[src/hw/rtl/source_char_tokenizer_macros.svh]
// Assertion helpers for the source character tokenizer.
// Each macro takes a label, a property expression and a message.
`ifndef SOURCE_CHAR_TOKENIZER_MACROS_SVH
`define SOURCE_CHAR_TOKENIZER_MACROS_SVH
`ifndef SYNTHESIS
// Checked on every clock edge while reset is low
`define SCT_ASSERT(lbl, prop, msg) \
  lbl: assert property (@(posedge clk) disable iff (rst) prop) else $error(msg);
// Checked on every clock edge, reset included
`define SCT_ASSERT_RST(lbl, prop, msg) \
  lbl: assert property (@(posedge clk) prop) else $error(msg);
`else
`define SCT_ASSERT(lbl, prop, msg)
`define SCT_ASSERT_RST(lbl, prop, msg)
`endif
`endif

[src/hw/rtl/sct_pkg.sv]
`timescale 1ns / 1ps

package sct_pkg;

  // Defaults for the top level parameters
  localparam int MAX_TOKEN_LEN_DEF = 255;
  localparam int LINE_BITS_DEF     = 16;

  // Result queue depth
  localparam int OQ_DEPTH = 4;

  // Pending token class
  typedef enum logic [1:0] {
    PC_NONE,
    PC_IDENT,
    PC_NUMBER,
    PC_PREFIX
  } pend_class_t;

  // Keyword still being matched
  typedef enum logic [1:0] {
    KW_NONE,
    KW_IF,
    KW_THEN,
    KW_ELSE
  } kw_t;

  // Token kinds
  localparam logic [2:0] KIND_INT   = 3'd0;
  localparam logic [2:0] KIND_OP    = 3'd1;
  localparam logic [2:0] KIND_PUNCT = 3'd2;
  localparam logic [2:0] KIND_COND  = 3'd3;
  localparam logic [2:0] KIND_IDENT = 3'd4;

  // Operator and punctuator codes
  localparam logic [4:0] SYM_ADD    = 5'd0;
  localparam logic [4:0] SYM_SUB    = 5'd1;
  localparam logic [4:0] SYM_MUL    = 5'd2;
  localparam logic [4:0] SYM_DIV    = 5'd3;
  localparam logic [4:0] SYM_ASSIGN = 5'd4;
  localparam logic [4:0] SYM_EQ     = 5'd5;
  localparam logic [4:0] SYM_NE     = 5'd6;
  localparam logic [4:0] SYM_LE     = 5'd7;
  localparam logic [4:0] SYM_GE     = 5'd8;
  localparam logic [4:0] SYM_LT     = 5'd9;
  localparam logic [4:0] SYM_GT     = 5'd10;
  localparam logic [4:0] SYM_MOD    = 5'd11;
  localparam logic [4:0] SYM_LPAREN = 5'd12;
  localparam logic [4:0] SYM_RPAREN = 5'd13;
  localparam logic [4:0] SYM_LBRACE = 5'd14;
  localparam logic [4:0] SYM_RBRACE = 5'd15;
  localparam logic [4:0] SYM_COMMA  = 5'd16;
  localparam logic [4:0] SYM_SEMI   = 5'd17;

  // Source bytes with a meaning of their own
  localparam logic [7:0] CH_NL      = 8'd10;
  localparam logic [7:0] CH_EQ      = "=";
  localparam logic [7:0] CH_LT      = "<";
  localparam logic [7:0] CH_GT      = ">";
  localparam logic [7:0] CH_BANG    = "!";
  localparam logic [7:0] CH_SLASH   = "/";
  localparam logic [7:0] CH_HASH    = "#";
  localparam logic [7:0] CH_PLUS    = "+";
  localparam logic [7:0] CH_MINUS   = "-";
  localparam logic [7:0] CH_STAR    = "*";
  localparam logic [7:0] CH_PERCENT = "%";
  localparam logic [7:0] CH_LPAREN  = "(";
  localparam logic [7:0] CH_RPAREN  = ")";
  localparam logic [7:0] CH_LBRACE  = "{";
  localparam logic [7:0] CH_RBRACE  = "}";
  localparam logic [7:0] CH_COMMA   = ",";
  localparam logic [7:0] CH_SEMI    = ";";

  // One result record
  typedef struct packed {
    logic [2:0]  kind;
    logic [4:0]  symbol;
    logic [15:0] line;
    logic [15:0] column;
    logic [7:0]  length;
    logic        last_of_run;
  } tok_t;

  function automatic logic is_alpha(logic [7:0] c);
    return (c inside {["a":"z"], ["A":"Z"]}) || (c == "_");
  endfunction

  function automatic logic is_digit(logic [7:0] c);
    return c inside {["0":"9"]};
  endfunction

  // Keyword length in bytes
  function automatic logic [2:0] kw_len(kw_t k);
    logic [2:0] n;
    case (k)
      KW_IF:   n = 3'd2;
      KW_THEN: n = 3'd4;
      KW_ELSE: n = 3'd4;
      default: n = 3'd0;
    endcase
    return n;
  endfunction

  // Keyword byte at position p
  function automatic logic [7:0] kw_char(kw_t k, logic [1:0] p);
    logic [31:0] w;
    case (k)
      KW_IF:   w = {"if", 16'h0000};
      KW_THEN: w = "then";
      KW_ELSE: w = "else";
      default: w = 32'h0;
    endcase
    return w[{~p, 3'b000} +: 8];
  endfunction

endpackage

[src/hw/rtl/sct_core.sv]
`timescale 1ns / 1ps

module sct_core #(
  parameter int MAX_TOKEN_LEN = 255,
  parameter int LINE_BITS     = 16
) (
  input  logic          clk,
  input  logic          rst,
  input  logic          accept,
  input  logic [7:0]    ch,
  input  logic          end_of_text,
  output logic [1:0]    n_res,
  output sct_pkg::tok_t res0,
  output sct_pkg::tok_t res1
);

  import sct_pkg::*;

  localparam int TLW = $clog2(MAX_TOKEN_LEN + 1);
  localparam logic [LINE_BITS-1:0] CNT_MAX = '1;
  localparam logic [TLW-1:0]       LEN_MAX = TLW'(MAX_TOKEN_LEN);

  typedef struct packed {
    logic valid;
    tok_t tok;
  } cand_t;

  // Tokenizer state
  pend_class_t          pending_class, pending_class_next;
  logic [7:0]           pending_char, pending_char_next;
  logic                 skip_to_eol, skip_to_eol_next;
  logic [LINE_BITS-1:0] line_count, line_count_next;
  logic [LINE_BITS-1:0] column_count, column_count_next;
  logic [LINE_BITS-1:0] token_start, token_start_next;
  logic [TLW-1:0]       token_length, token_length_next;
  kw_t                  keyword_match, keyword_match_next;

  // Working values after the byte itself
  pend_class_t          m_class;
  logic [7:0]           m_char;
  logic                 m_skip;
  logic [LINE_BITS-1:0] m_line;
  logic [LINE_BITS-1:0] m_col;
  logic [LINE_BITS-1:0] m_start;
  logic [TLW-1:0]       m_len;
  kw_t                  m_kw;
  logic                 do_fresh;
  logic [LINE_BITS-1:0] col_inc;
  cand_t                old_flush;
  cand_t                ca, cb, cc;

  // Token record for whatever is pending
  function automatic cand_t flush_tok(pend_class_t pc, logic [7:0] pch, kw_t km,
                                      logic [TLW-1:0] tl, logic [LINE_BITS-1:0] ts,
                                      logic [LINE_BITS-1:0] ln);
    cand_t r;
    r = '0;
    r.tok.line   = 16'(ln);
    r.tok.column = 16'(ts);
    case (pc)
      PC_IDENT: begin
        r.valid      = 1'b1;
        r.tok.kind   = (km != KW_NONE && tl == TLW'(kw_len(km))) ? KIND_COND : KIND_IDENT;
        r.tok.length = 8'(tl);
      end
      PC_NUMBER: begin
        r.valid      = 1'b1;
        r.tok.kind   = KIND_INT;
        r.tok.length = 8'(tl);
      end
      PC_PREFIX: begin
        r.tok.kind   = KIND_OP;
        r.tok.length = 8'd1;
        case (pch)
          CH_EQ: begin
            r.valid = 1'b1;
            r.tok.symbol = SYM_ASSIGN;
          end
          CH_LT: begin
            r.valid = 1'b1;
            r.tok.symbol = SYM_LT;
          end
          CH_GT: begin
            r.valid = 1'b1;
            r.tok.symbol = SYM_GT;
          end
          CH_SLASH: begin
            r.valid = 1'b1;
            r.tok.symbol = SYM_DIV;
          end
          // a lone ! gives nothing
          default: r.valid = 1'b0;
        endcase
      end
      default: r.valid = 1'b0;
    endcase
    return r;
  endfunction

  assign col_inc   = (column_count < CNT_MAX) ? LINE_BITS'(column_count + 1'b1) : column_count;
  assign old_flush = flush_tok(pending_class, pending_char, keyword_match, token_length,
                               token_start, line_count);

  // Per-byte update: flush or extend, fresh token, then final flush
  always_comb begin
    m_class  = pending_class;
    m_char   = pending_char;
    m_skip   = skip_to_eol;
    m_line   = line_count;
    m_col    = column_count;
    m_start  = token_start;
    m_len    = token_length;
    m_kw     = keyword_match;
    do_fresh = 1'b0;
    ca       = '0;
    cb       = '0;

    if (ch == CH_NL) begin
      ca      = old_flush;
      m_class = PC_NONE;
      m_char  = 8'd0;
      m_len   = '0;
      m_kw    = KW_NONE;
      m_skip  = 1'b0;
      m_line  = (line_count < CNT_MAX) ? LINE_BITS'(line_count + 1'b1) : line_count;
      m_col   = '0;
    end else begin
      m_col = col_inc;
      if (skip_to_eol) begin
        // comment body
      end else if (pending_class == PC_PREFIX && ch == CH_EQ &&
                   (pending_char == CH_EQ || pending_char == CH_BANG ||
                    pending_char == CH_LT || pending_char == CH_GT)) begin
        ca.valid        = 1'b1;
        ca.tok.kind     = KIND_OP;
        ca.tok.line     = 16'(line_count);
        ca.tok.column   = 16'(token_start);
        ca.tok.length   = 8'd2;
        case (pending_char)
          CH_EQ:   ca.tok.symbol = SYM_EQ;
          CH_BANG: ca.tok.symbol = SYM_NE;
          CH_LT:   ca.tok.symbol = SYM_LE;
          default: ca.tok.symbol = SYM_GE;
        endcase
        m_class = PC_NONE;
        m_char  = 8'd0;
        m_len   = '0;
      end else if (pending_class == PC_PREFIX && ch == CH_SLASH &&
                   pending_char == CH_SLASH) begin
        m_class = PC_NONE;
        m_char  = 8'd0;
        m_len   = '0;
        m_skip  = 1'b1;
      end else if ((pending_class == PC_IDENT && (is_alpha(ch) || is_digit(ch))) ||
                   (pending_class == PC_NUMBER && is_digit(ch))) begin
        // extend, dropping a keyword candidate on the first mismatch
        if (keyword_match != KW_NONE &&
            (token_length >= TLW'(kw_len(keyword_match)) ||
             kw_char(keyword_match, token_length[1:0]) != ch)) begin
          m_kw = KW_NONE;
        end
        if (token_length < LEN_MAX) begin
          m_len = TLW'(token_length + 1'b1);
        end
      end else begin
        ca       = old_flush;
        m_class  = PC_NONE;
        m_char   = 8'd0;
        m_len    = '0;
        m_kw     = KW_NONE;
        do_fresh = 1'b1;
      end
    end

    // Byte that starts something new
    if (do_fresh) begin
      cb.tok.line   = 16'(line_count);
      cb.tok.column = 16'(col_inc);
      cb.tok.length = 8'd1;
      if (is_alpha(ch)) begin
        m_class = PC_IDENT;
        m_start = col_inc;
        m_len   = TLW'(1);
        m_kw    = (ch == "i") ? KW_IF : (ch == "t") ? KW_THEN : (ch == "e") ? KW_ELSE : KW_NONE;
      end else if (is_digit(ch)) begin
        m_class = PC_NUMBER;
        m_start = col_inc;
        m_len   = TLW'(1);
      end else if (ch == CH_EQ || ch == CH_LT || ch == CH_GT || ch == CH_BANG ||
                   ch == CH_SLASH) begin
        m_class = PC_PREFIX;
        m_char  = ch;
        m_start = col_inc;
        m_len   = TLW'(1);
      end else begin
        case (ch)
          CH_PLUS: begin
            cb.valid = 1'b1; cb.tok.kind = KIND_OP; cb.tok.symbol = SYM_ADD;
          end
          CH_MINUS: begin
            cb.valid = 1'b1; cb.tok.kind = KIND_OP; cb.tok.symbol = SYM_SUB;
          end
          CH_STAR: begin
            cb.valid = 1'b1; cb.tok.kind = KIND_OP; cb.tok.symbol = SYM_MUL;
          end
          CH_PERCENT: begin
            cb.valid = 1'b1; cb.tok.kind = KIND_OP; cb.tok.symbol = SYM_MOD;
          end
          CH_LPAREN: begin
            cb.valid = 1'b1; cb.tok.kind = KIND_PUNCT; cb.tok.symbol = SYM_LPAREN;
          end
          CH_RPAREN: begin
            cb.valid = 1'b1; cb.tok.kind = KIND_PUNCT; cb.tok.symbol = SYM_RPAREN;
          end
          CH_LBRACE: begin
            cb.valid = 1'b1; cb.tok.kind = KIND_PUNCT; cb.tok.symbol = SYM_LBRACE;
          end
          CH_RBRACE: begin
            cb.valid = 1'b1; cb.tok.kind = KIND_PUNCT; cb.tok.symbol = SYM_RBRACE;
          end
          CH_COMMA: begin
            cb.valid = 1'b1; cb.tok.kind = KIND_PUNCT; cb.tok.symbol = SYM_COMMA;
          end
          CH_SEMI: begin
            cb.valid = 1'b1; cb.tok.kind = KIND_PUNCT; cb.tok.symbol = SYM_SEMI;
          end
          CH_HASH: m_skip = 1'b1;
          default: cb.valid = 1'b0;
        endcase
      end
    end

    // End of text flushes what is left
    cc = end_of_text ? flush_tok(m_class, m_char, m_kw, m_len, m_start, m_line) : '0;
  end

  // Next state on a transfer
  always_comb begin
    pending_class_next = pending_class;
    pending_char_next  = pending_char;
    skip_to_eol_next   = skip_to_eol;
    line_count_next    = line_count;
    column_count_next  = column_count;
    token_start_next   = token_start;
    token_length_next  = token_length;
    keyword_match_next = keyword_match;
    if (accept) begin
      skip_to_eol_next  = m_skip;
      line_count_next   = m_line;
      column_count_next = m_col;
      token_start_next  = m_start;
      if (end_of_text) begin
        pending_class_next = PC_NONE;
        pending_char_next  = 8'd0;
        token_length_next  = '0;
        keyword_match_next = KW_NONE;
      end else begin
        pending_class_next = m_class;
        pending_char_next  = m_char;
        token_length_next  = m_len;
        keyword_match_next = m_kw;
      end
    end
  end

  always_ff @(posedge clk) begin
    if (rst) begin
      pending_class <= PC_NONE;
      pending_char  <= 8'd0;
      skip_to_eol   <= 1'b0;
      line_count    <= LINE_BITS'(1);
      column_count  <= '0;
      token_start   <= '0;
      token_length  <= '0;
      keyword_match <= KW_NONE;
    end else begin
      pending_class <= pending_class_next;
      pending_char  <= pending_char_next;
      skip_to_eol   <= skip_to_eol_next;
      line_count    <= line_count_next;
      column_count  <= column_count_next;
      token_start   <= token_start_next;
      token_length  <= token_length_next;
      keyword_match <= keyword_match_next;
    end
  end

  // Pack the up to two results in emission order
  always_comb begin
    n_res = {1'b0, ca.valid} + {1'b0, cb.valid} + {1'b0, cc.valid};
    res0  = ca.valid ? ca.tok : (cb.valid ? cb.tok : cc.tok);
    res1  = (ca.valid && cb.valid) ? cb.tok : cc.tok;
    res0.last_of_run = (n_res == 2'd1);
    res1.last_of_run = 1'b1;
  end

endmodule

[src/hw/rtl/sct_outq.sv]
`timescale 1ns / 1ps

module sct_outq (
  input  logic          clk,
  input  logic          rst,
  input  logic          push,
  input  logic [1:0]    push_n,
  input  sct_pkg::tok_t d0,
  input  sct_pkg::tok_t d1,
  output logic          space,
  input  logic          pop,
  output logic          q_valid,
  output sct_pkg::tok_t q
);

  import sct_pkg::*;

  localparam int PW = $clog2(OQ_DEPTH);
  localparam int CW = PW + 1;

  tok_t          entries [OQ_DEPTH];
  logic [PW-1:0] wr_ptr, rd_ptr;
  logic [PW-1:0] wr_ptr_p1;
  logic [CW-1:0] count;
  logic [1:0]    n_push;
  logic          do_pop;

  assign n_push    = push ? push_n : 2'd0;
  assign do_pop    = q_valid && pop;
  assign wr_ptr_p1 = PW'(wr_ptr + 1'b1);

  // Room for a whole byte's worth of results
  assign space   = (count <= CW'(OQ_DEPTH - 2));
  assign q_valid = (count != '0);
  assign q       = entries[rd_ptr];

  // Pointers and fill level
  always_ff @(posedge clk) begin
    if (rst) begin
      wr_ptr <= '0;
      rd_ptr <= '0;
      count  <= '0;
    end else begin
      wr_ptr <= PW'(wr_ptr + PW'(n_push));
      rd_ptr <= PW'(rd_ptr + PW'(do_pop));
      count  <= CW'(count + CW'(n_push) - CW'(do_pop));
    end
  end

  // Entry storage
  always_ff @(posedge clk) begin
    if (n_push != 2'd0) begin
      entries[wr_ptr] <= d0;
    end
    if (n_push == 2'd2) begin
      entries[wr_ptr_p1] <= d1;
    end
  end

endmodule

[src/hw/rtl/source_char_tokenizer.sv]
// A token caused by an accepted byte is decoded combinationally and registered into the result
// queue on the transfer. One byte per cycle while the result queue has room; a byte that yields
// two tokens presents them on the single output port one after the other, buffered in a
// four-entry result queue that takes a byte whenever it holds two entries or fewer.
// Reset (synchronous, active high): no token pending, line 1, column 0, result queue empty.
`timescale 1ns / 1ps

`include "source_char_tokenizer_macros.svh"

module source_char_tokenizer #(
  parameter int MAX_TOKEN_LEN = sct_pkg::MAX_TOKEN_LEN_DEF,
  parameter int LINE_BITS     = sct_pkg::LINE_BITS_DEF
) (
  input  logic        clk,
  input  logic        rst,
  input  logic        in_valid,
  output logic        in_ready,
  input  logic [7:0]  ch,
  input  logic        end_of_text,
  output logic        out_valid,
  input  logic        out_ready,
  output logic [2:0]  kind,
  output logic [4:0]  symbol,
  output logic [15:0] line,
  output logic [15:0] column,
  output logic [7:0]  length,
  output logic        last_of_run
);

  import sct_pkg::*;

  logic       in_fire;
  logic [1:0] n_res;
  tok_t       res0, res1;
  tok_t       q;

  assign in_fire = in_valid && in_ready;

  // Byte decode and tokenizer state
  sct_core #(
    .MAX_TOKEN_LEN (MAX_TOKEN_LEN),
    .LINE_BITS     (LINE_BITS)
  ) u_core (
    .clk         (clk),
    .rst         (rst),
    .accept      (in_fire),
    .ch          (ch),
    .end_of_text (end_of_text),
    .n_res       (n_res),
    .res0        (res0),
    .res1        (res1)
  );

  // Result buffering
  sct_outq u_outq (
    .clk     (clk),
    .rst     (rst),
    .push    (in_fire),
    .push_n  (n_res),
    .d0      (res0),
    .d1      (res1),
    .space   (in_ready),
    .pop     (out_ready),
    .q_valid (out_valid),
    .q       (q)
  );

  assign kind        = q.kind;
  assign symbol      = q.symbol;
  assign line        = q.line;
  assign column      = q.column;
  assign length      = q.length;
  assign last_of_run = q.last_of_run;

  // Checks
  `SCT_ASSERT(a_max_two, n_res != 2'd3, "more than two tokens for one byte")
  `SCT_ASSERT(a_res_shown, in_fire && n_res != 2'd0 |=> out_valid, "token not presented")
  `SCT_ASSERT_RST(a_rst_empty, rst |=> !out_valid, "result queue not empty after reset")

endmodule

[config.mk]
export PLATFORM = sky130hd
export DESIGN_NAME = source_char_tokenizer
export DESIGN_NICKNAME = d
export VERILOG_FILES = /design/src/hw/rtl/sct_pkg.sv /design/src/hw/rtl/sct_core.sv /design/src/hw/rtl/sct_outq.sv /design/src/hw/rtl/source_char_tokenizer.sv
export VERILOG_INCLUDE_DIRS = /design/src /design/src/hw/rtl
export SDC_FILE = /design/constraint.sdc
export NUM_CORES = 1
export LEC_CHECK = 0
export BUFFER_PORTS_ARGS = -buffer_cell sky130_fd_sc_hd__buf_2
export CAP_MARGIN = 20
export CORE_MARGIN = 2
export CORE_UTILIZATION = 40
export DETAILED_ROUTE_END_ITERATION = 10
export PLACE_DENSITY_LB_ADDON = 0.2
export REMOVE_ABC_BUFFERS = 1
export SYNTH_ARGS = -nofsm -noshare
export SYNTH_HDL_FRONTEND = slang
export SYNTH_SLANG_ARGS = --single-unit
export TNS_END_PERCENT = 1
[constraint.sdc]
create_clock -name clk -period 16.8 [get_ports clk]
set_clock_uncertainty 0.05 [all_clocks]
set_input_delay 0 -clock clk [delete_from_list [all_inputs] [get_ports clk]]
set_output_delay 0 -clock clk [all_outputs]
set_load 0.03 [all_outputs]
==> After elaboration in Yosys (flattened, before gate mapping) <==
Memory sizes are Yosys's and may differ from the RTL's. A register that Yosys moved wholly into a read port is not among the register bits.
Index checks and enable logic that the tools add are counted.
{ "totals": {"reg_bits": 76, "ramBits": 196, "in_bits": 13, "wordCells": 237, "memories": 1} }
{ "op_classes": {"add_sub_neg": 10, "magnitude_cmp": 11, "n_eq_ne": 47, "shift": 1, "mux": 117, "bitwise_logic": 1, "n_reduce_logical": 38} }
{ "mem_list": {"columns": ["name", "depth", "width", "rd", "rd_ports_with_merged_regs", "write_ports", "line", "text"], "rows": [
  ["u_outq.entries", 4, 49, 1, 1, 2, "sct_outq.sv:21", "tok_t entries [OQ_DEPTH];"]
]} }
{ "op_table": {"columns": ["op", "count"], "rows": [
  ["50-bit 2-to-1 mux", 5],
  ["49-bit 2-to-1 mux", 5],
  ["8-bit by 6-bit equality test with 1-bit output (second input constant)", 23],
  ["8-bit 2-to-1 mux", 21],
  ["32-bit 2-to-1 mux", 5],
  ["16-bit 2-to-1 mux", 8],
  ["31-bit case mux with 3 select lines", 1],
  ["7-bit case mux with 10 select lines", 1],
  ["8-bit by 7-bit equality test with 1-bit output (second input constant)", 6],
  ["2-bit 2-to-1 mux", 24],
  ["16-bit by 1-bit adder with 16-bit output (second input constant)", 2],
  ["16-bit < comparator (second input constant)", 2],
  ["4-bit case mux with 4 select lines", 2],
  ["8-bit case mux with 2 select lines", 2],
  ["32-bit by 6-bit indexed part select with 8-bit output", 1],
  ["3-bit 2-to-1 mux", 9],
  ["9-bit 2-to-1 mux", 3],
  ["3-bit case mux with 2 select lines", 4],
  ["1-bit 2-to-1 mux", 22],
  ["2-bit equality test (second input constant)", 9],
  ["8-bit by 3-bit equality test with 1-bit output", 2],
  ["8-bit by 7-bit >= comparator with 1-bit output (second input constant)", 2],
  ["8-bit by 7-bit <= comparator with 1-bit output (second input constant)", 2],
  ["1-bit logical AND", 15],
  ["25 further kinds", 49]
]} }

==> Logic depth before layout (Yosys ltp) <==
Gate-level depths: netlist (run 1).
{ "logic_depth": {"ltp_word": 38, "ltp_mapped": 23, "ltp_nobuf": 20} }

==> Cells and area by module <==
From an unflattened synthesis (run 1), not the netlist that was laid out.
{ "unflattened": {"cells_unflattened": 1483, "area_unflattened_um2": 16433.3} }
{ "modules_own_cells": {"columns": ["module", "n_inst", "cells_per_inst", "area_each_um2"], "rows": [
  ["sct_outq", 1, 527, 9868.2],
  ["sct_core", 1, 955, 6558.8],
  ["source_char_tokenizer", 1, 1, 6.3]
]} }

==> Worst setup path before layout (run 1) <==
OpenSTA, ideal clock, no wires.
{ "synth_timing": {"path_kind": "in2reg", "start": "input ch[1]", "end": "memory u_outq.entries[0][10] (netlist name) (enable)", "setup_ns": 0.403, "arrival_ns": 5.289, "required_ns": 16.347, "slack_ns": 11.058, "cell_stages": 19, "path_cell_list": "buf_6 -> or4_4 -> a21oi_2 -> o31ai_2 -> buf_6 -> o21ai_0 -> buf_2 -> o22ai_1 -> ha_1 -> and2_1 -> o221a_2 -> o21ai_0 -> o21ai_0 -> fa_1 -> clkbuf_1 -> o21ai_1 -> nor3_1 -> nor2_1 -> inv_1"} }
{ "synth_rtl": {"columns": ["item", "line", "text"], "rows": [
  ["start: declaration", "source_char_tokenizer.sv:18", "input logic [7:0] ch,"],
  ["end: declaration", "sct_outq.sv:21", null]
]} }

==> results.txt, run 1 <==
final net count: 1,616
Initial Utilization: 40.37%
Synthesis Warnings: 0
vias per cell: 6.181
final slew viol count: 0
worst-path fanout max: 46
n_diodes: 0
leakage: 5.457 nW
GRT overflow: 0
Final setup viols: 0
DRC Markers: 0
register area share after synthesis: 46.14%
met1 Use GR: 30.65%
top_reg_cell synth: edfxtp_1
CTS sink count: 272
post-synth top area share: 36.11%
commonest non-fill, non-tap cell in the layout: edfxtp_1
FF-to-FF setup slack: 10.57 ns
largest net degree at the start of global routing: 76
Fin. Hold Viols: 0
final worst-path setup slack: 10.57 ns
Die Area: 41,530 um^2
Mapped Cells: 1,592
Yosys reg bits: 272
Multi-input gate area: 7880 um^2
Final Wtd Congestion: 0.9056
Clock transition at path regs: 0.06 ns
WS Path Type: reg2reg
CP arrival: 6.38 ns
overall power: 0.001743 W
Syn Area/Cell: 10.03 um^2
num ports: 64
number of synthesized flops with an enable pin: 192
share of cells above drive strength 1: 15.55%
DRT Pass-1 Iters: 5
total core area: 39,550 um^2
vias in the first global route: 12.78k
CTS max path bufs: 3
Post-Syn Area: 15,970 um^2
minimum clock period: 6.234 ns
FMAX: 160.4 MHz
worst skew pair latency: 0.57 ns
Antenna Violating Nets Remaining: 0
DIE WIDTH: 203.8 um
Worst Path Required: 16.94 ns
cts bufs inserted: 30
routing usage on met3: 2.605%
maximum VDD drop: 0.07621 mV
RSZ-0062 raised after global routing: false
Port Buffers: 63
Area growth, synth to finish: 9.905%
Total GRT Usage: 23.20%
crit path capture type: flip-flop
Initial DRC Count: 1,167
FFs w/ async S/R, synth: 0%
detailed-route via count: 13.18k
CTS tree: done
initial antenna violation count: 0
MaxCap Viol Count: 0
Unique masters post-synth: 95
Seq. cell area: 7372 um^2
Site Rows: 73
Final period util: 37.11%
pre-CTS setup slack: 10.62 ns
Slew @ Worst Pin: 1.160 ns
Synth area leader: edfxtp_1
# fillers: 3,725
Die Y: 203.8 um
WL per Instance: 22.90 um
Startpoint Class: flip-flop
global-route wire length before repair: 75,180 um
GR Util met2: 40.33%
Worst slew margin: 22.65%
PwrDens: 99.31 nW/um^2
outcome: completed
setup TNS: 0 ns
HP Class: in2reg
Synth area leaders: edfxtp_1 36%, dfxtp_1 10%, mux4_2 6.9%, nand2_1 4.3%, nor2_1 3.8%
H-tree levels: 1
Most Crowded Layer GR: met2
hpwl dp: 30,410 um
most frequent cells in the layout: 192 x edfxtp_1, 181 x nand2_1, 163 x nor2_1, 108 x a21oi_1, 86 x o22ai_1
final wirelength: 48,840 um
clock root buffer: clkbuf_16
## per-stage QoR
step	hold slack, ns	cells	utilization (%)	cell area [um^2]
final	0.05263	2133	44.37	17550
after global routing	0.1095	2133	44.37	17550
after CTS	0.03309	2133	44.37	17550
after detailed placement	0.4051	2070	41.74	16510
after global placement	0.3938	2069	41.71	16500
after floorplan	0.01669	1460	-	15360
## kinds of logic (layout without fill, tap and decap cells)
logic type / count (synthesis) / count (layout) / share of synthesized area (%)
flip-flops: 272 / 272 / 46.14
buffers and inverters: 162 / 178 / 4.545
adder cells (fa/ha/maj): 19 / 19 / 1.583
AND/OR/NAND/NOR: 581 / 581 / 17.71
AO/OA/AOI/OAI: 465 / 465 / 20.57
multiplexers: 62 / 62 / 7.750
XOR/XNOR: 31 / 31 / 1.700
## sequential cells by signal, summed over array words and instances, names as in the netlist
register              cells
u_core.line_count        16
u_core.skip_to_eol        1
u_outq.wr_ptr             2
u_core.pending_char       8
u_outq.entries          196
u_core.token_length       8
u_core.column_count      16
u_core.pending_class      2
u_core.keyword_match      2
u_core.token_start       16
u_outq.count              3
u_outq.rd_ptr             2
## synthesized netlist by cell type, drive strengths merged, types with 4 or more instances
library cell    n
and3           19
a32o            6
a21boi          5
nor2          172
mux4           49
nor2b           6
xor2           12
dfxtp          80
a22oi          23
o21a            5
nand2         190
a31oi          20
o21ai          53
o22ai          87
nor4           12
nand4b          7
nor4b           4
or3b            4
nand3          37
o31ai           5
nand3b          6
o2bb2ai        13
or3            16
clkbuf         87
or2             8
buf            45
xnor2          19
and2           14
a211oi          9
inv            30
o221ai         68
nand4          13
a32oi           4
o211ai          6
nor3b           7
a21oi         115
o31a            7
o32ai          15
edfxtp        192
nand2b         10
nor3           42
mux2i          10
ha             17
or4             7
## path summary, 6_finish.rpt
| path | from | to | cells past startpoint |
|---|---|---|---|
| max | u_core.pending_class[1]$_SDFFE_PP0P_ | u_outq.entries[3][10]$_DFFE_PP_ | 16 |
| min | ch[4] | u_core.keyword_match[1]$_SDFFE_PP0P_ | 5 |
| max reg2reg | u_core.pending_class[1]$_SDFFE_PP0P_ | u_outq.entries[3][10]$_DFFE_PP_ | 16 |
| min reg2reg | u_outq.entries[3][0]$_SDFFE_PP1P_ | u_outq.entries[3][0]$_SDFFE_PP1P_ | 1 |
## what timing repair did
item	in CTS	in global routing
endpoints found under the hold margin	9	0
setup buffers	0	0
gates resized for setup	0	0
hold buffers	7	0
## critical path, stage by stage (launching register included)
cell and delay (ns):
dfxtp_1 0.34, inv_1 0.11, ha_1 0.23, inv_1 0.09
o31ai_2 0.80, o21ai_0 0.16, buf_4 0.23, o22ai_1 0.29
ha_1 0.22, and2_1 0.16, o221a_2 0.25, o21ai_0 0.11
o21ai_0 0.28, fa_1 0.57, or3_2 1.02, nand2_2 0.30
buf_4 0.63
## routing by layer
metal,part of all wire [%],vias to the layer above,wire [um]
li1,-,6124,-
met1,42,6447,20480
met2,49,533,23930
met3,6.7,80,3285
met4,2.3,0,1140
met5,0,-,0
## where the power goes
| group | total [W] | switching (W) | internal (W) |
|---|---|---|---|
| logic | 0.000333 | 0.000212 | 0.000120 |
| registers | 0.000751 | 0.0000265 | 0.000724 |
| clock network | 0.000659 | 0.000271 | 0.000388 |
| total | 0.00174 | 0.000510 | 0.00123 |
## cell type report
class                      instances  area share, %
timing repair buffer              92          3.159
multi-input combinational       1158          44.91
tap                              525          3.743
sequential                       272          42.01
inverter                          30         0.6560
clock buffer                      43          4.734
clock inverter                    13         0.7914
No activity file was read; power rests on OpenSTA's default activity.
==> run 2: changes to the inputs <==
==> constraint.sdc (replaced) <==
create_clock -name clk -period 5.62 [get_ports clk]
set_clock_uncertainty 0.05 [all_clocks]
set_input_delay 0 -clock clk [delete_from_list [all_inputs] [get_ports clk]]
set_output_delay 0 -clock clk [all_outputs]
set_load 0.03 [all_outputs]
==> run 2 against run 1 <==
Core utilization increased by 1.1 points. Clock power rose to 3.3 times the previous value. Power rose to 3.1 times the previous value. Hold slack worse by 0.0022 ns. Sequential share of layout area decreased by 0.97 points. Combinational power grew to 3.0 times the previous value. Largest cell class unchanged. Highest routed layer unchanged.
==> results.txt, run 2 (synthesized netlist as in run 1, its figures left out) <==
Initial Utilization: 40.37% (unchanged)
leakage: 5.662 nW (+3.8%)
global-route wire length before repair: 76,090 um (+1.2%)
hpwl dp: 31,590 um (+3.9%)
Area growth, synth to finish: 12.51%
CTS tree: done
final wirelength: 49,110 um (+0.56%)
Reg2Reg Launch Point: u_core.pending_class[1]$_SDFFE_PP0P_
FMAX: 189.9 MHz (+18%)
final worst-path setup slack: 0.3536 ns (-10.21 ns)
outcome: completed
Fin. Hold Viols: 0 (unchanged)
commonest non-fill, non-tap cell in the layout: edfxtp_1
MaxCap Viol Count: 0 (unchanged)
vias per cell: 6.235 (+0.87%)
FF-to-FF setup slack: 0.35 ns (-10.21 ns)
Initial DRC Count: 1,313 (+13%)
Seq. cell area: 7372 um^2 (unchanged)
crit path capture type: flip-flop
worst skew pair latency: 0.57 ns (about the same)
# fillers: 3,776 (+1.4%)
n_diodes: 0 (unchanged)
clock root buffer: clkbuf_16
final net count: 1,646 (+1.9%)
WL per Instance: 22.71 um (-0.84%)
Multi-input gate area: 7889 um^2 (+0.11%)
HP Class: in2reg
pre-CTS setup slack: 0.2820 ns (-10.34 ns)
Port Buffers: 63 (unchanged)
Die Y: 203.8 um (unchanged)
setup bufs post-CTS: 0 (unchanged)
total core area: 39,550 um^2 (unchanged)
Startpoint Class: flip-flop
Worst Hold Depth: 5 (unchanged)
final instance area: 17,960 um^2 (+2.4%)
DRT Pass-1 Iters: 5 (unchanged)
Final setup viols: 0 (unchanged)
worst-path fanout max: 16 (-65%)
DIE WIDTH: 203.8 um (unchanged)
Site Rows: 73 (unchanged)
Slew @ Worst Pin: 1.012 ns (-0.1479 ns)
max FFs per register: 196 (unchanged)
H-tree levels: 1 (unchanged)
Placed Area: 16,790 um^2 (+1.7%)
Worst Path Required: 5.97 ns (-10.97 ns)
vias in the first global route: 12.94k (+1.3%)
final slew viol count: 0 (unchanged)
RSZ-0062 raised after global routing: false
Antenna Violating Nets Remaining: 0 (unchanged)
Final Wtd Congestion: 0.9040 (-0.18%)
R2R Path End: u_outq.entries[3][9]$_DFFE_PP_
minimum clock period: 5.266 ns (-0.9674 ns)
cts bufs inserted: 30 (unchanged)
Worst Hold Launch: ch[2]
DRC Markers: 0 (unchanged)
Die Area: 41,530 um^2 (unchanged)
setup TNS: 0 ns (unchanged)
PwrDens: 301.1 nW/um^2 (+200%)
CP arrival: 5.62 ns (-0.76 ns)
WS Path Type: reg2reg
initial antenna violation count: 0 (unchanged)
detailed-route via count: 13.49k (+2.3%)
most frequent cells in the layout: 192 x edfxtp_1, 181 x nand2_1, 163 x nor2_1, 108 x a21oi_1, 86 x o22ai_1
GRT overflow: 0 (unchanged)
FF-to-FF path depth: 17 (+1)
share of cells above drive strength 1: 17.22% (+1.7 points)
num ports: 64 (unchanged)
largest register by flop count: u_outq.entries
Worst slew margin: 32.44% (+9.8 points)
CTS sink count: 272 (unchanged)
Final period util: 93.71% (+57 points)
maximum VDD drop: 0.2408 mV (+220%)
Total GRT Usage: 23.46% (+0.26 points)
CTS max path bufs: 3 (unchanged)
largest net degree at the start of global routing: 76 (unchanged)
Worst Hold Path EP: u_core.pending_char[5]$_SDFFE_PP0P_
Clock transition at path regs: 0.06 ns (about the same)
run 2: how the worst max path moves through the flow:
stage / from / to / slack (ns) / cells past startpoint
floorplan: u_core.pending_class[1]$_SDFFE_PP0P_ / u_outq.entries[3][10]$_DFFE_PP_ / -0.44 / 16
finish: u_core.pending_class[1]$_SDFFE_PP0P_ / u_outq.entries[3][9]$_DFFE_PP_ / 0.35 / 17
CTS: u_core.pending_class[1]$_SDFFE_PP0P_ / u_outq.entries[0][17]$_DFFE_PP_ / 0.27 / 17
global placement: u_core.pending_char[5]$_SDFFE_PP0P_ / u_outq.entries[0][15]$_DFFE_PP_ / 0.54 / 16
detailed placement: u_core.pending_char[5]$_SDFFE_PP0P_ / u_outq.entries[0][17]$_DFFE_PP_ / 0.28 / 16
global route: u_core.pending_class[0]$_SDFFE_PP0P_ / u_outq.entries[3][5]$_DFFE_PP_ / 0.07 / 18
run 2: layout make-up:
class / count / share of cell area [%]
multi-input cells: 1158 / 43.91
flip-flops and latches: 272 / 41.04
repair buffers: 122 / 4.764
clock buffers: 39 / 4.541
well taps: 525 / 3.657
clock inverters: 17 / 1.449
inverters: 30 / 0.6408
run 2: metal layers:
metal | GRT usage, % | vias up | wire (um)
li1 | - | 6207 | -
met1 | 31.53 | 6644 | 21010
met2 | 39.36 | 545 | 23420
met3 | 2.733 | 90 | 3332
met4 | 7.925 | 0 | 1347
met5 | 0 | - | 0
run 2: what timing repair did:
action	CTS	global route
gates resized for setup	0	2
hold buffers	9	0
setup endpoints to repair	0	17
hold endpoints to repair	10	0
run 2: power breakdown:
| group | internal, W | total [W] | switching, W |
|---|---|---|---|
| clock network | 0.00134 | 0.00216 | 0.000824 |
| registers | 0.00216 | 0.00224 | 0.0000773 |
| logic | 0.000364 | 0.00100 | 0.000640 |
| total | 0.00387 | 0.00541 | 0.00154 |
run 2: critical path: stages (launching register included):
cell	delay, ns
dfxtp_1	0.39
ha_1	0.20
nand4b_1	0.10
nor4_1	0.48
and4_1	0.39
or4_4	0.26
o22ai_1	0.15
ha_1	0.26
and2_1	0.17
o221a_2	0.17
o21ai_0	0.09
o21ai_0	0.13
fa_1	0.68
o21ai_2	0.15
or2_2	0.34
nor2_2	0.79
nand2_1	0.14
o221ai_1	0.12
run 2: per-stage QoR:
step | utilization, % | cells | total power (W) | hold slack [ns]
final | 45.42 | 2163 | 0.005409 | 0.05038
after global routing | 45.42 | 2163 | 0.005594 | 0.09321
after CTS | 45.40 | 2163 | 0.005451 | 0.03943
after detailed placement | 42.45 | 2098 | 0.003296 | 0.3995
after global placement | 42.45 | 2098 | 0.003288 | 0.3936
after floorplan | - | 1460 | 0.002969 | 0.01669
==> run 3: changes to the inputs <==
--- a/config.mk
+++ b/config.mk
@@ -6,10 +6,11 @@
 export SDC_FILE = /design/constraint.sdc
 export NUM_CORES = 1
 export LEC_CHECK = 0
-export BUFFER_PORTS_ARGS = -buffer_cell sky130_fd_sc_hd__buf_2
+export BUFFER_PORTS_ARGS = -buffer_cell sky130_fd_sc_hd__clkbuf_2
 export CAP_MARGIN = 20
 export CORE_MARGIN = 2
 export CORE_UTILIZATION = 40
+export CTS_CLUSTER_SIZE = 10
 export DETAILED_ROUTE_END_ITERATION = 10
 export PLACE_DENSITY_LB_ADDON = 0.2
 export REMOVE_ABC_BUFFERS = 1
==> run 3 against run 2 <==
Sequential share of layout area is 0.32 points higher. Combinational power about the same. Clock power is 4% lower. Sequential power about the same. Critical path depth is 1 higher. First-iteration DRC count fell by 13%. Clock-buffer cell count rose by 18. Register-to-register slack lost 0.05 ns. Non-clock buffer count decreased by 11. Fmax down 0.91%. Critical endpoint is now u_outq.entries[0][18]$_DFFE_PP_.
==> results.txt, run 3 (synthesized netlist as in run 1, its figures left out) <==
outcome: completed
vias in the first global route: 13.15k (+1.7%)
leakage: 5.614 nW (-0.84%)
Die Area: 41,530 um^2 (unchanged)
Final Wtd Congestion: 0.9196 (+1.7%)
DIE WIDTH: 203.8 um (unchanged)
crit path capture type: flip-flop
routed wl met3: 3079 um (-7.6%)
wire length on met1: 21,370 um (+1.7%)
GRT overflow: 0 (unchanged)
Antenna Violating Nets Remaining: 0 (unchanged)
Placed Area: 16,750 um^2 (-0.23%)
worst-path fanout max: 16 (unchanged)
final net count: 1,639 (-0.43%)
Startpoint Class: flip-flop
minimum clock period: 5.315 ns (+0.04809 ns)
initial antenna violation count: 0 (unchanged)
Fin. Hold Viols: 0 (unchanged)
highest routing layer actually used: met4
CP arrival: 5.60 ns (-0.02 ns)
HP Class: in2reg
num ports: 64 (unchanged)
DRT Pass-1 Iters: 5 (unchanged)
final instance area: 17,820 um^2 (-0.78%)
Die Y: 203.8 um (unchanged)
CTS sink count: 272 (unchanged)
cts bufs inserted: 34 (+13%)
pre-CTS setup slack: 0.2703 ns (-0.01170 ns)
Total GRT Usage: 23.88% (+0.41 points)
detailed-route via count: 13.50k (+0.13%)
vias per cell: 6.257 (+0.36%)
CTS tree: done
WL per Instance: 22.92 um (+0.94%)
DR WL met2: 23,760 um (+1.4%)
n_diodes: 0 (unchanged)
FMAX: 188.2 MHz (-0.91%)
PwrDens: 298.7 nW/um^2 (-0.80%)
WS Path Type: reg2reg
commonest non-fill, non-tap cell in the layout: edfxtp_1
Final setup viols: 0 (unchanged)
max FFs per register: 196 (unchanged)
slowest stage cell, crit path: nor2_2
overall power: 0.005323 W (-1.6%)
Worst Path Buf+Inv: 1 (+1)
Final period util: 94.56% (+0.86 points)
MaxCap Viol Count: 0 (unchanged)
Site Rows: 73 (unchanged)
Worst slew margin: 33.76% (+1.3 points)
final wirelength: 49,460 um (+0.71%)
Util after Layout: 45.07% (-0.35 points)
Slew @ Worst Pin: 0.9925 ns (-0.01979 ns)
setup bufs post-CTS: 0 (unchanged)
Initial Utilization: 40.37% (unchanged)
maximum VDD drop: 0.1668 mV (-31%)
largest net degree at the start of global routing: 76 (unchanged)
Initial DRC Count: 1,143 (-13%)
global-route wire length before repair: 77,030 um (+1.2%)
CTS max path bufs: 3 (unchanged)
Port Buffers: 63 (unchanged)
Clock transition at path regs: 0.07 ns (about the same)
worst skew pair latency: 0.52 ns (-0.05 ns)
H-tree levels: 2 (+1)
Cell Chain, Critical Path: ha_1 -> nand4b_1 -> nor4_2 -> and4_1 -> or4_4 -> o22ai_1 -> ha_1 -> and2_1 -> o221a_2 -> o21ai_0 -> o21ai_0 -> fa_1 -> o21ai_1 -> buf_4 -> or3_1 -> nor2_2 -> nand2_1 -> o221ai_1
largest register by flop count: u_outq.entries
max incr delay on CP: 0.76 ns (-0.03 ns)
final slew viol count: 0 (unchanged)
Fin Hold WS: 0.02128 ns (-0.02911 ns)
share of cells above drive strength 1: 16.78% (-0.44 points)
most frequent cells in the layout: 192 x edfxtp_1, 181 x nand2_1, 163 x nor2_1, 108 x a21oi_1, 86 x o22ai_1
final worst-path setup slack: 0.3055 ns (-0.04809 ns)
Worst Path Required: 5.90 ns (-0.07 ns)
clock root buffer: clkbuf_16
total core area: 39,550 um^2 (unchanged)
delay-heaviest family, CP: simple AND/OR/NAND/NOR gates
DRC Markers: 0 (unchanged)
Area growth, synth to finish: 11.64%
hpwl dp: 31,370 um (-0.70%)
RSZ-0062 raised after global routing: false
==> run 3: cell count changes in the layout (fill, tap and decap cells not counted), sizes merged <==
cell / change
clkbuf: +81
buf: -67
bufinv: -7
dlygate4sd3: -7
clkinv: -3
clkinvlp: -1
inv: -1
==> run 3: final timing paths <==
path                            depth (start not counted)                                  from  slack, ns                                 to
worst min-delay path                                    4                              in_valid       0.02        u_outq.wr_ptr[0]$_SDFF_PP0_
worst max register to register                         18  u_core.pending_class[0]$_SDFFE_PP0P_       0.31    u_outq.entries[0][18]$_DFFE_PP_
worst min register to register                          1     u_outq.entries[3][0]$_SDFFE_PP1P_       0.41  u_outq.entries[3][0]$_SDFFE_PP1P_
worst max-delay path                                   18  u_core.pending_class[0]$_SDFFE_PP0P_       0.31    u_outq.entries[0][18]$_DFFE_PP_
==> run 3: cell type report <==
cell class | count | area, um^2
clock buffers | 57 | 1021
clock inverters | 5 | 20.02
fillers | 3739 | 21720
inverters | 30 | 116.4
multi-input cells | 1158 | 7891
flip-flops and latches | 272 | 7372
well taps | 525 | 656.9
repair buffers | 111 | 747.0
==> run 3: where the power goes <==
group,switching (W),internal [W]
sequential,0.0000818,0.00217
combinational,0.000637,0.000361
clock,0.000844,0.00123
total,0.00156,0.00376
==> run 3: per-layer routing <==
metal  vias up  track usage (%)
met5         -                0
met4         0            7.430
met3        94            3.611
met2       500            39.84
met1      6729            31.98
li1       6180                -
==> run 3: timing repair <==
action / 4_1_cts / 5_1_grt
endpoints found under the setup margin: 0 / 170
resized for setup: 0 / 3
endpoints found under the hold margin: 3 / 0
hold buffers: 2 / 0
==> run 3: worst register-to-register path, delay by kind of cell (launching register included) <==
kind,cells,cell delay [ns]
compound gates,6,0.79
fa+ha+maj,3,1.19
simple gates,8,2.55
flops,1,0.39
buf+inv,1,0.18
==> run 3: per-stage QoR <==
| step | setup TNS (ns) | instances |
|---|---|---|
| final | 0 | 2158 |
| after global routing | 0 | 2158 |
| after CTS | 0 | 2158 |
| after detailed placement | 0 | 2094 |
| after global placement | 0 | 2093 |
| after floorplan | -55.25 | 1460 |
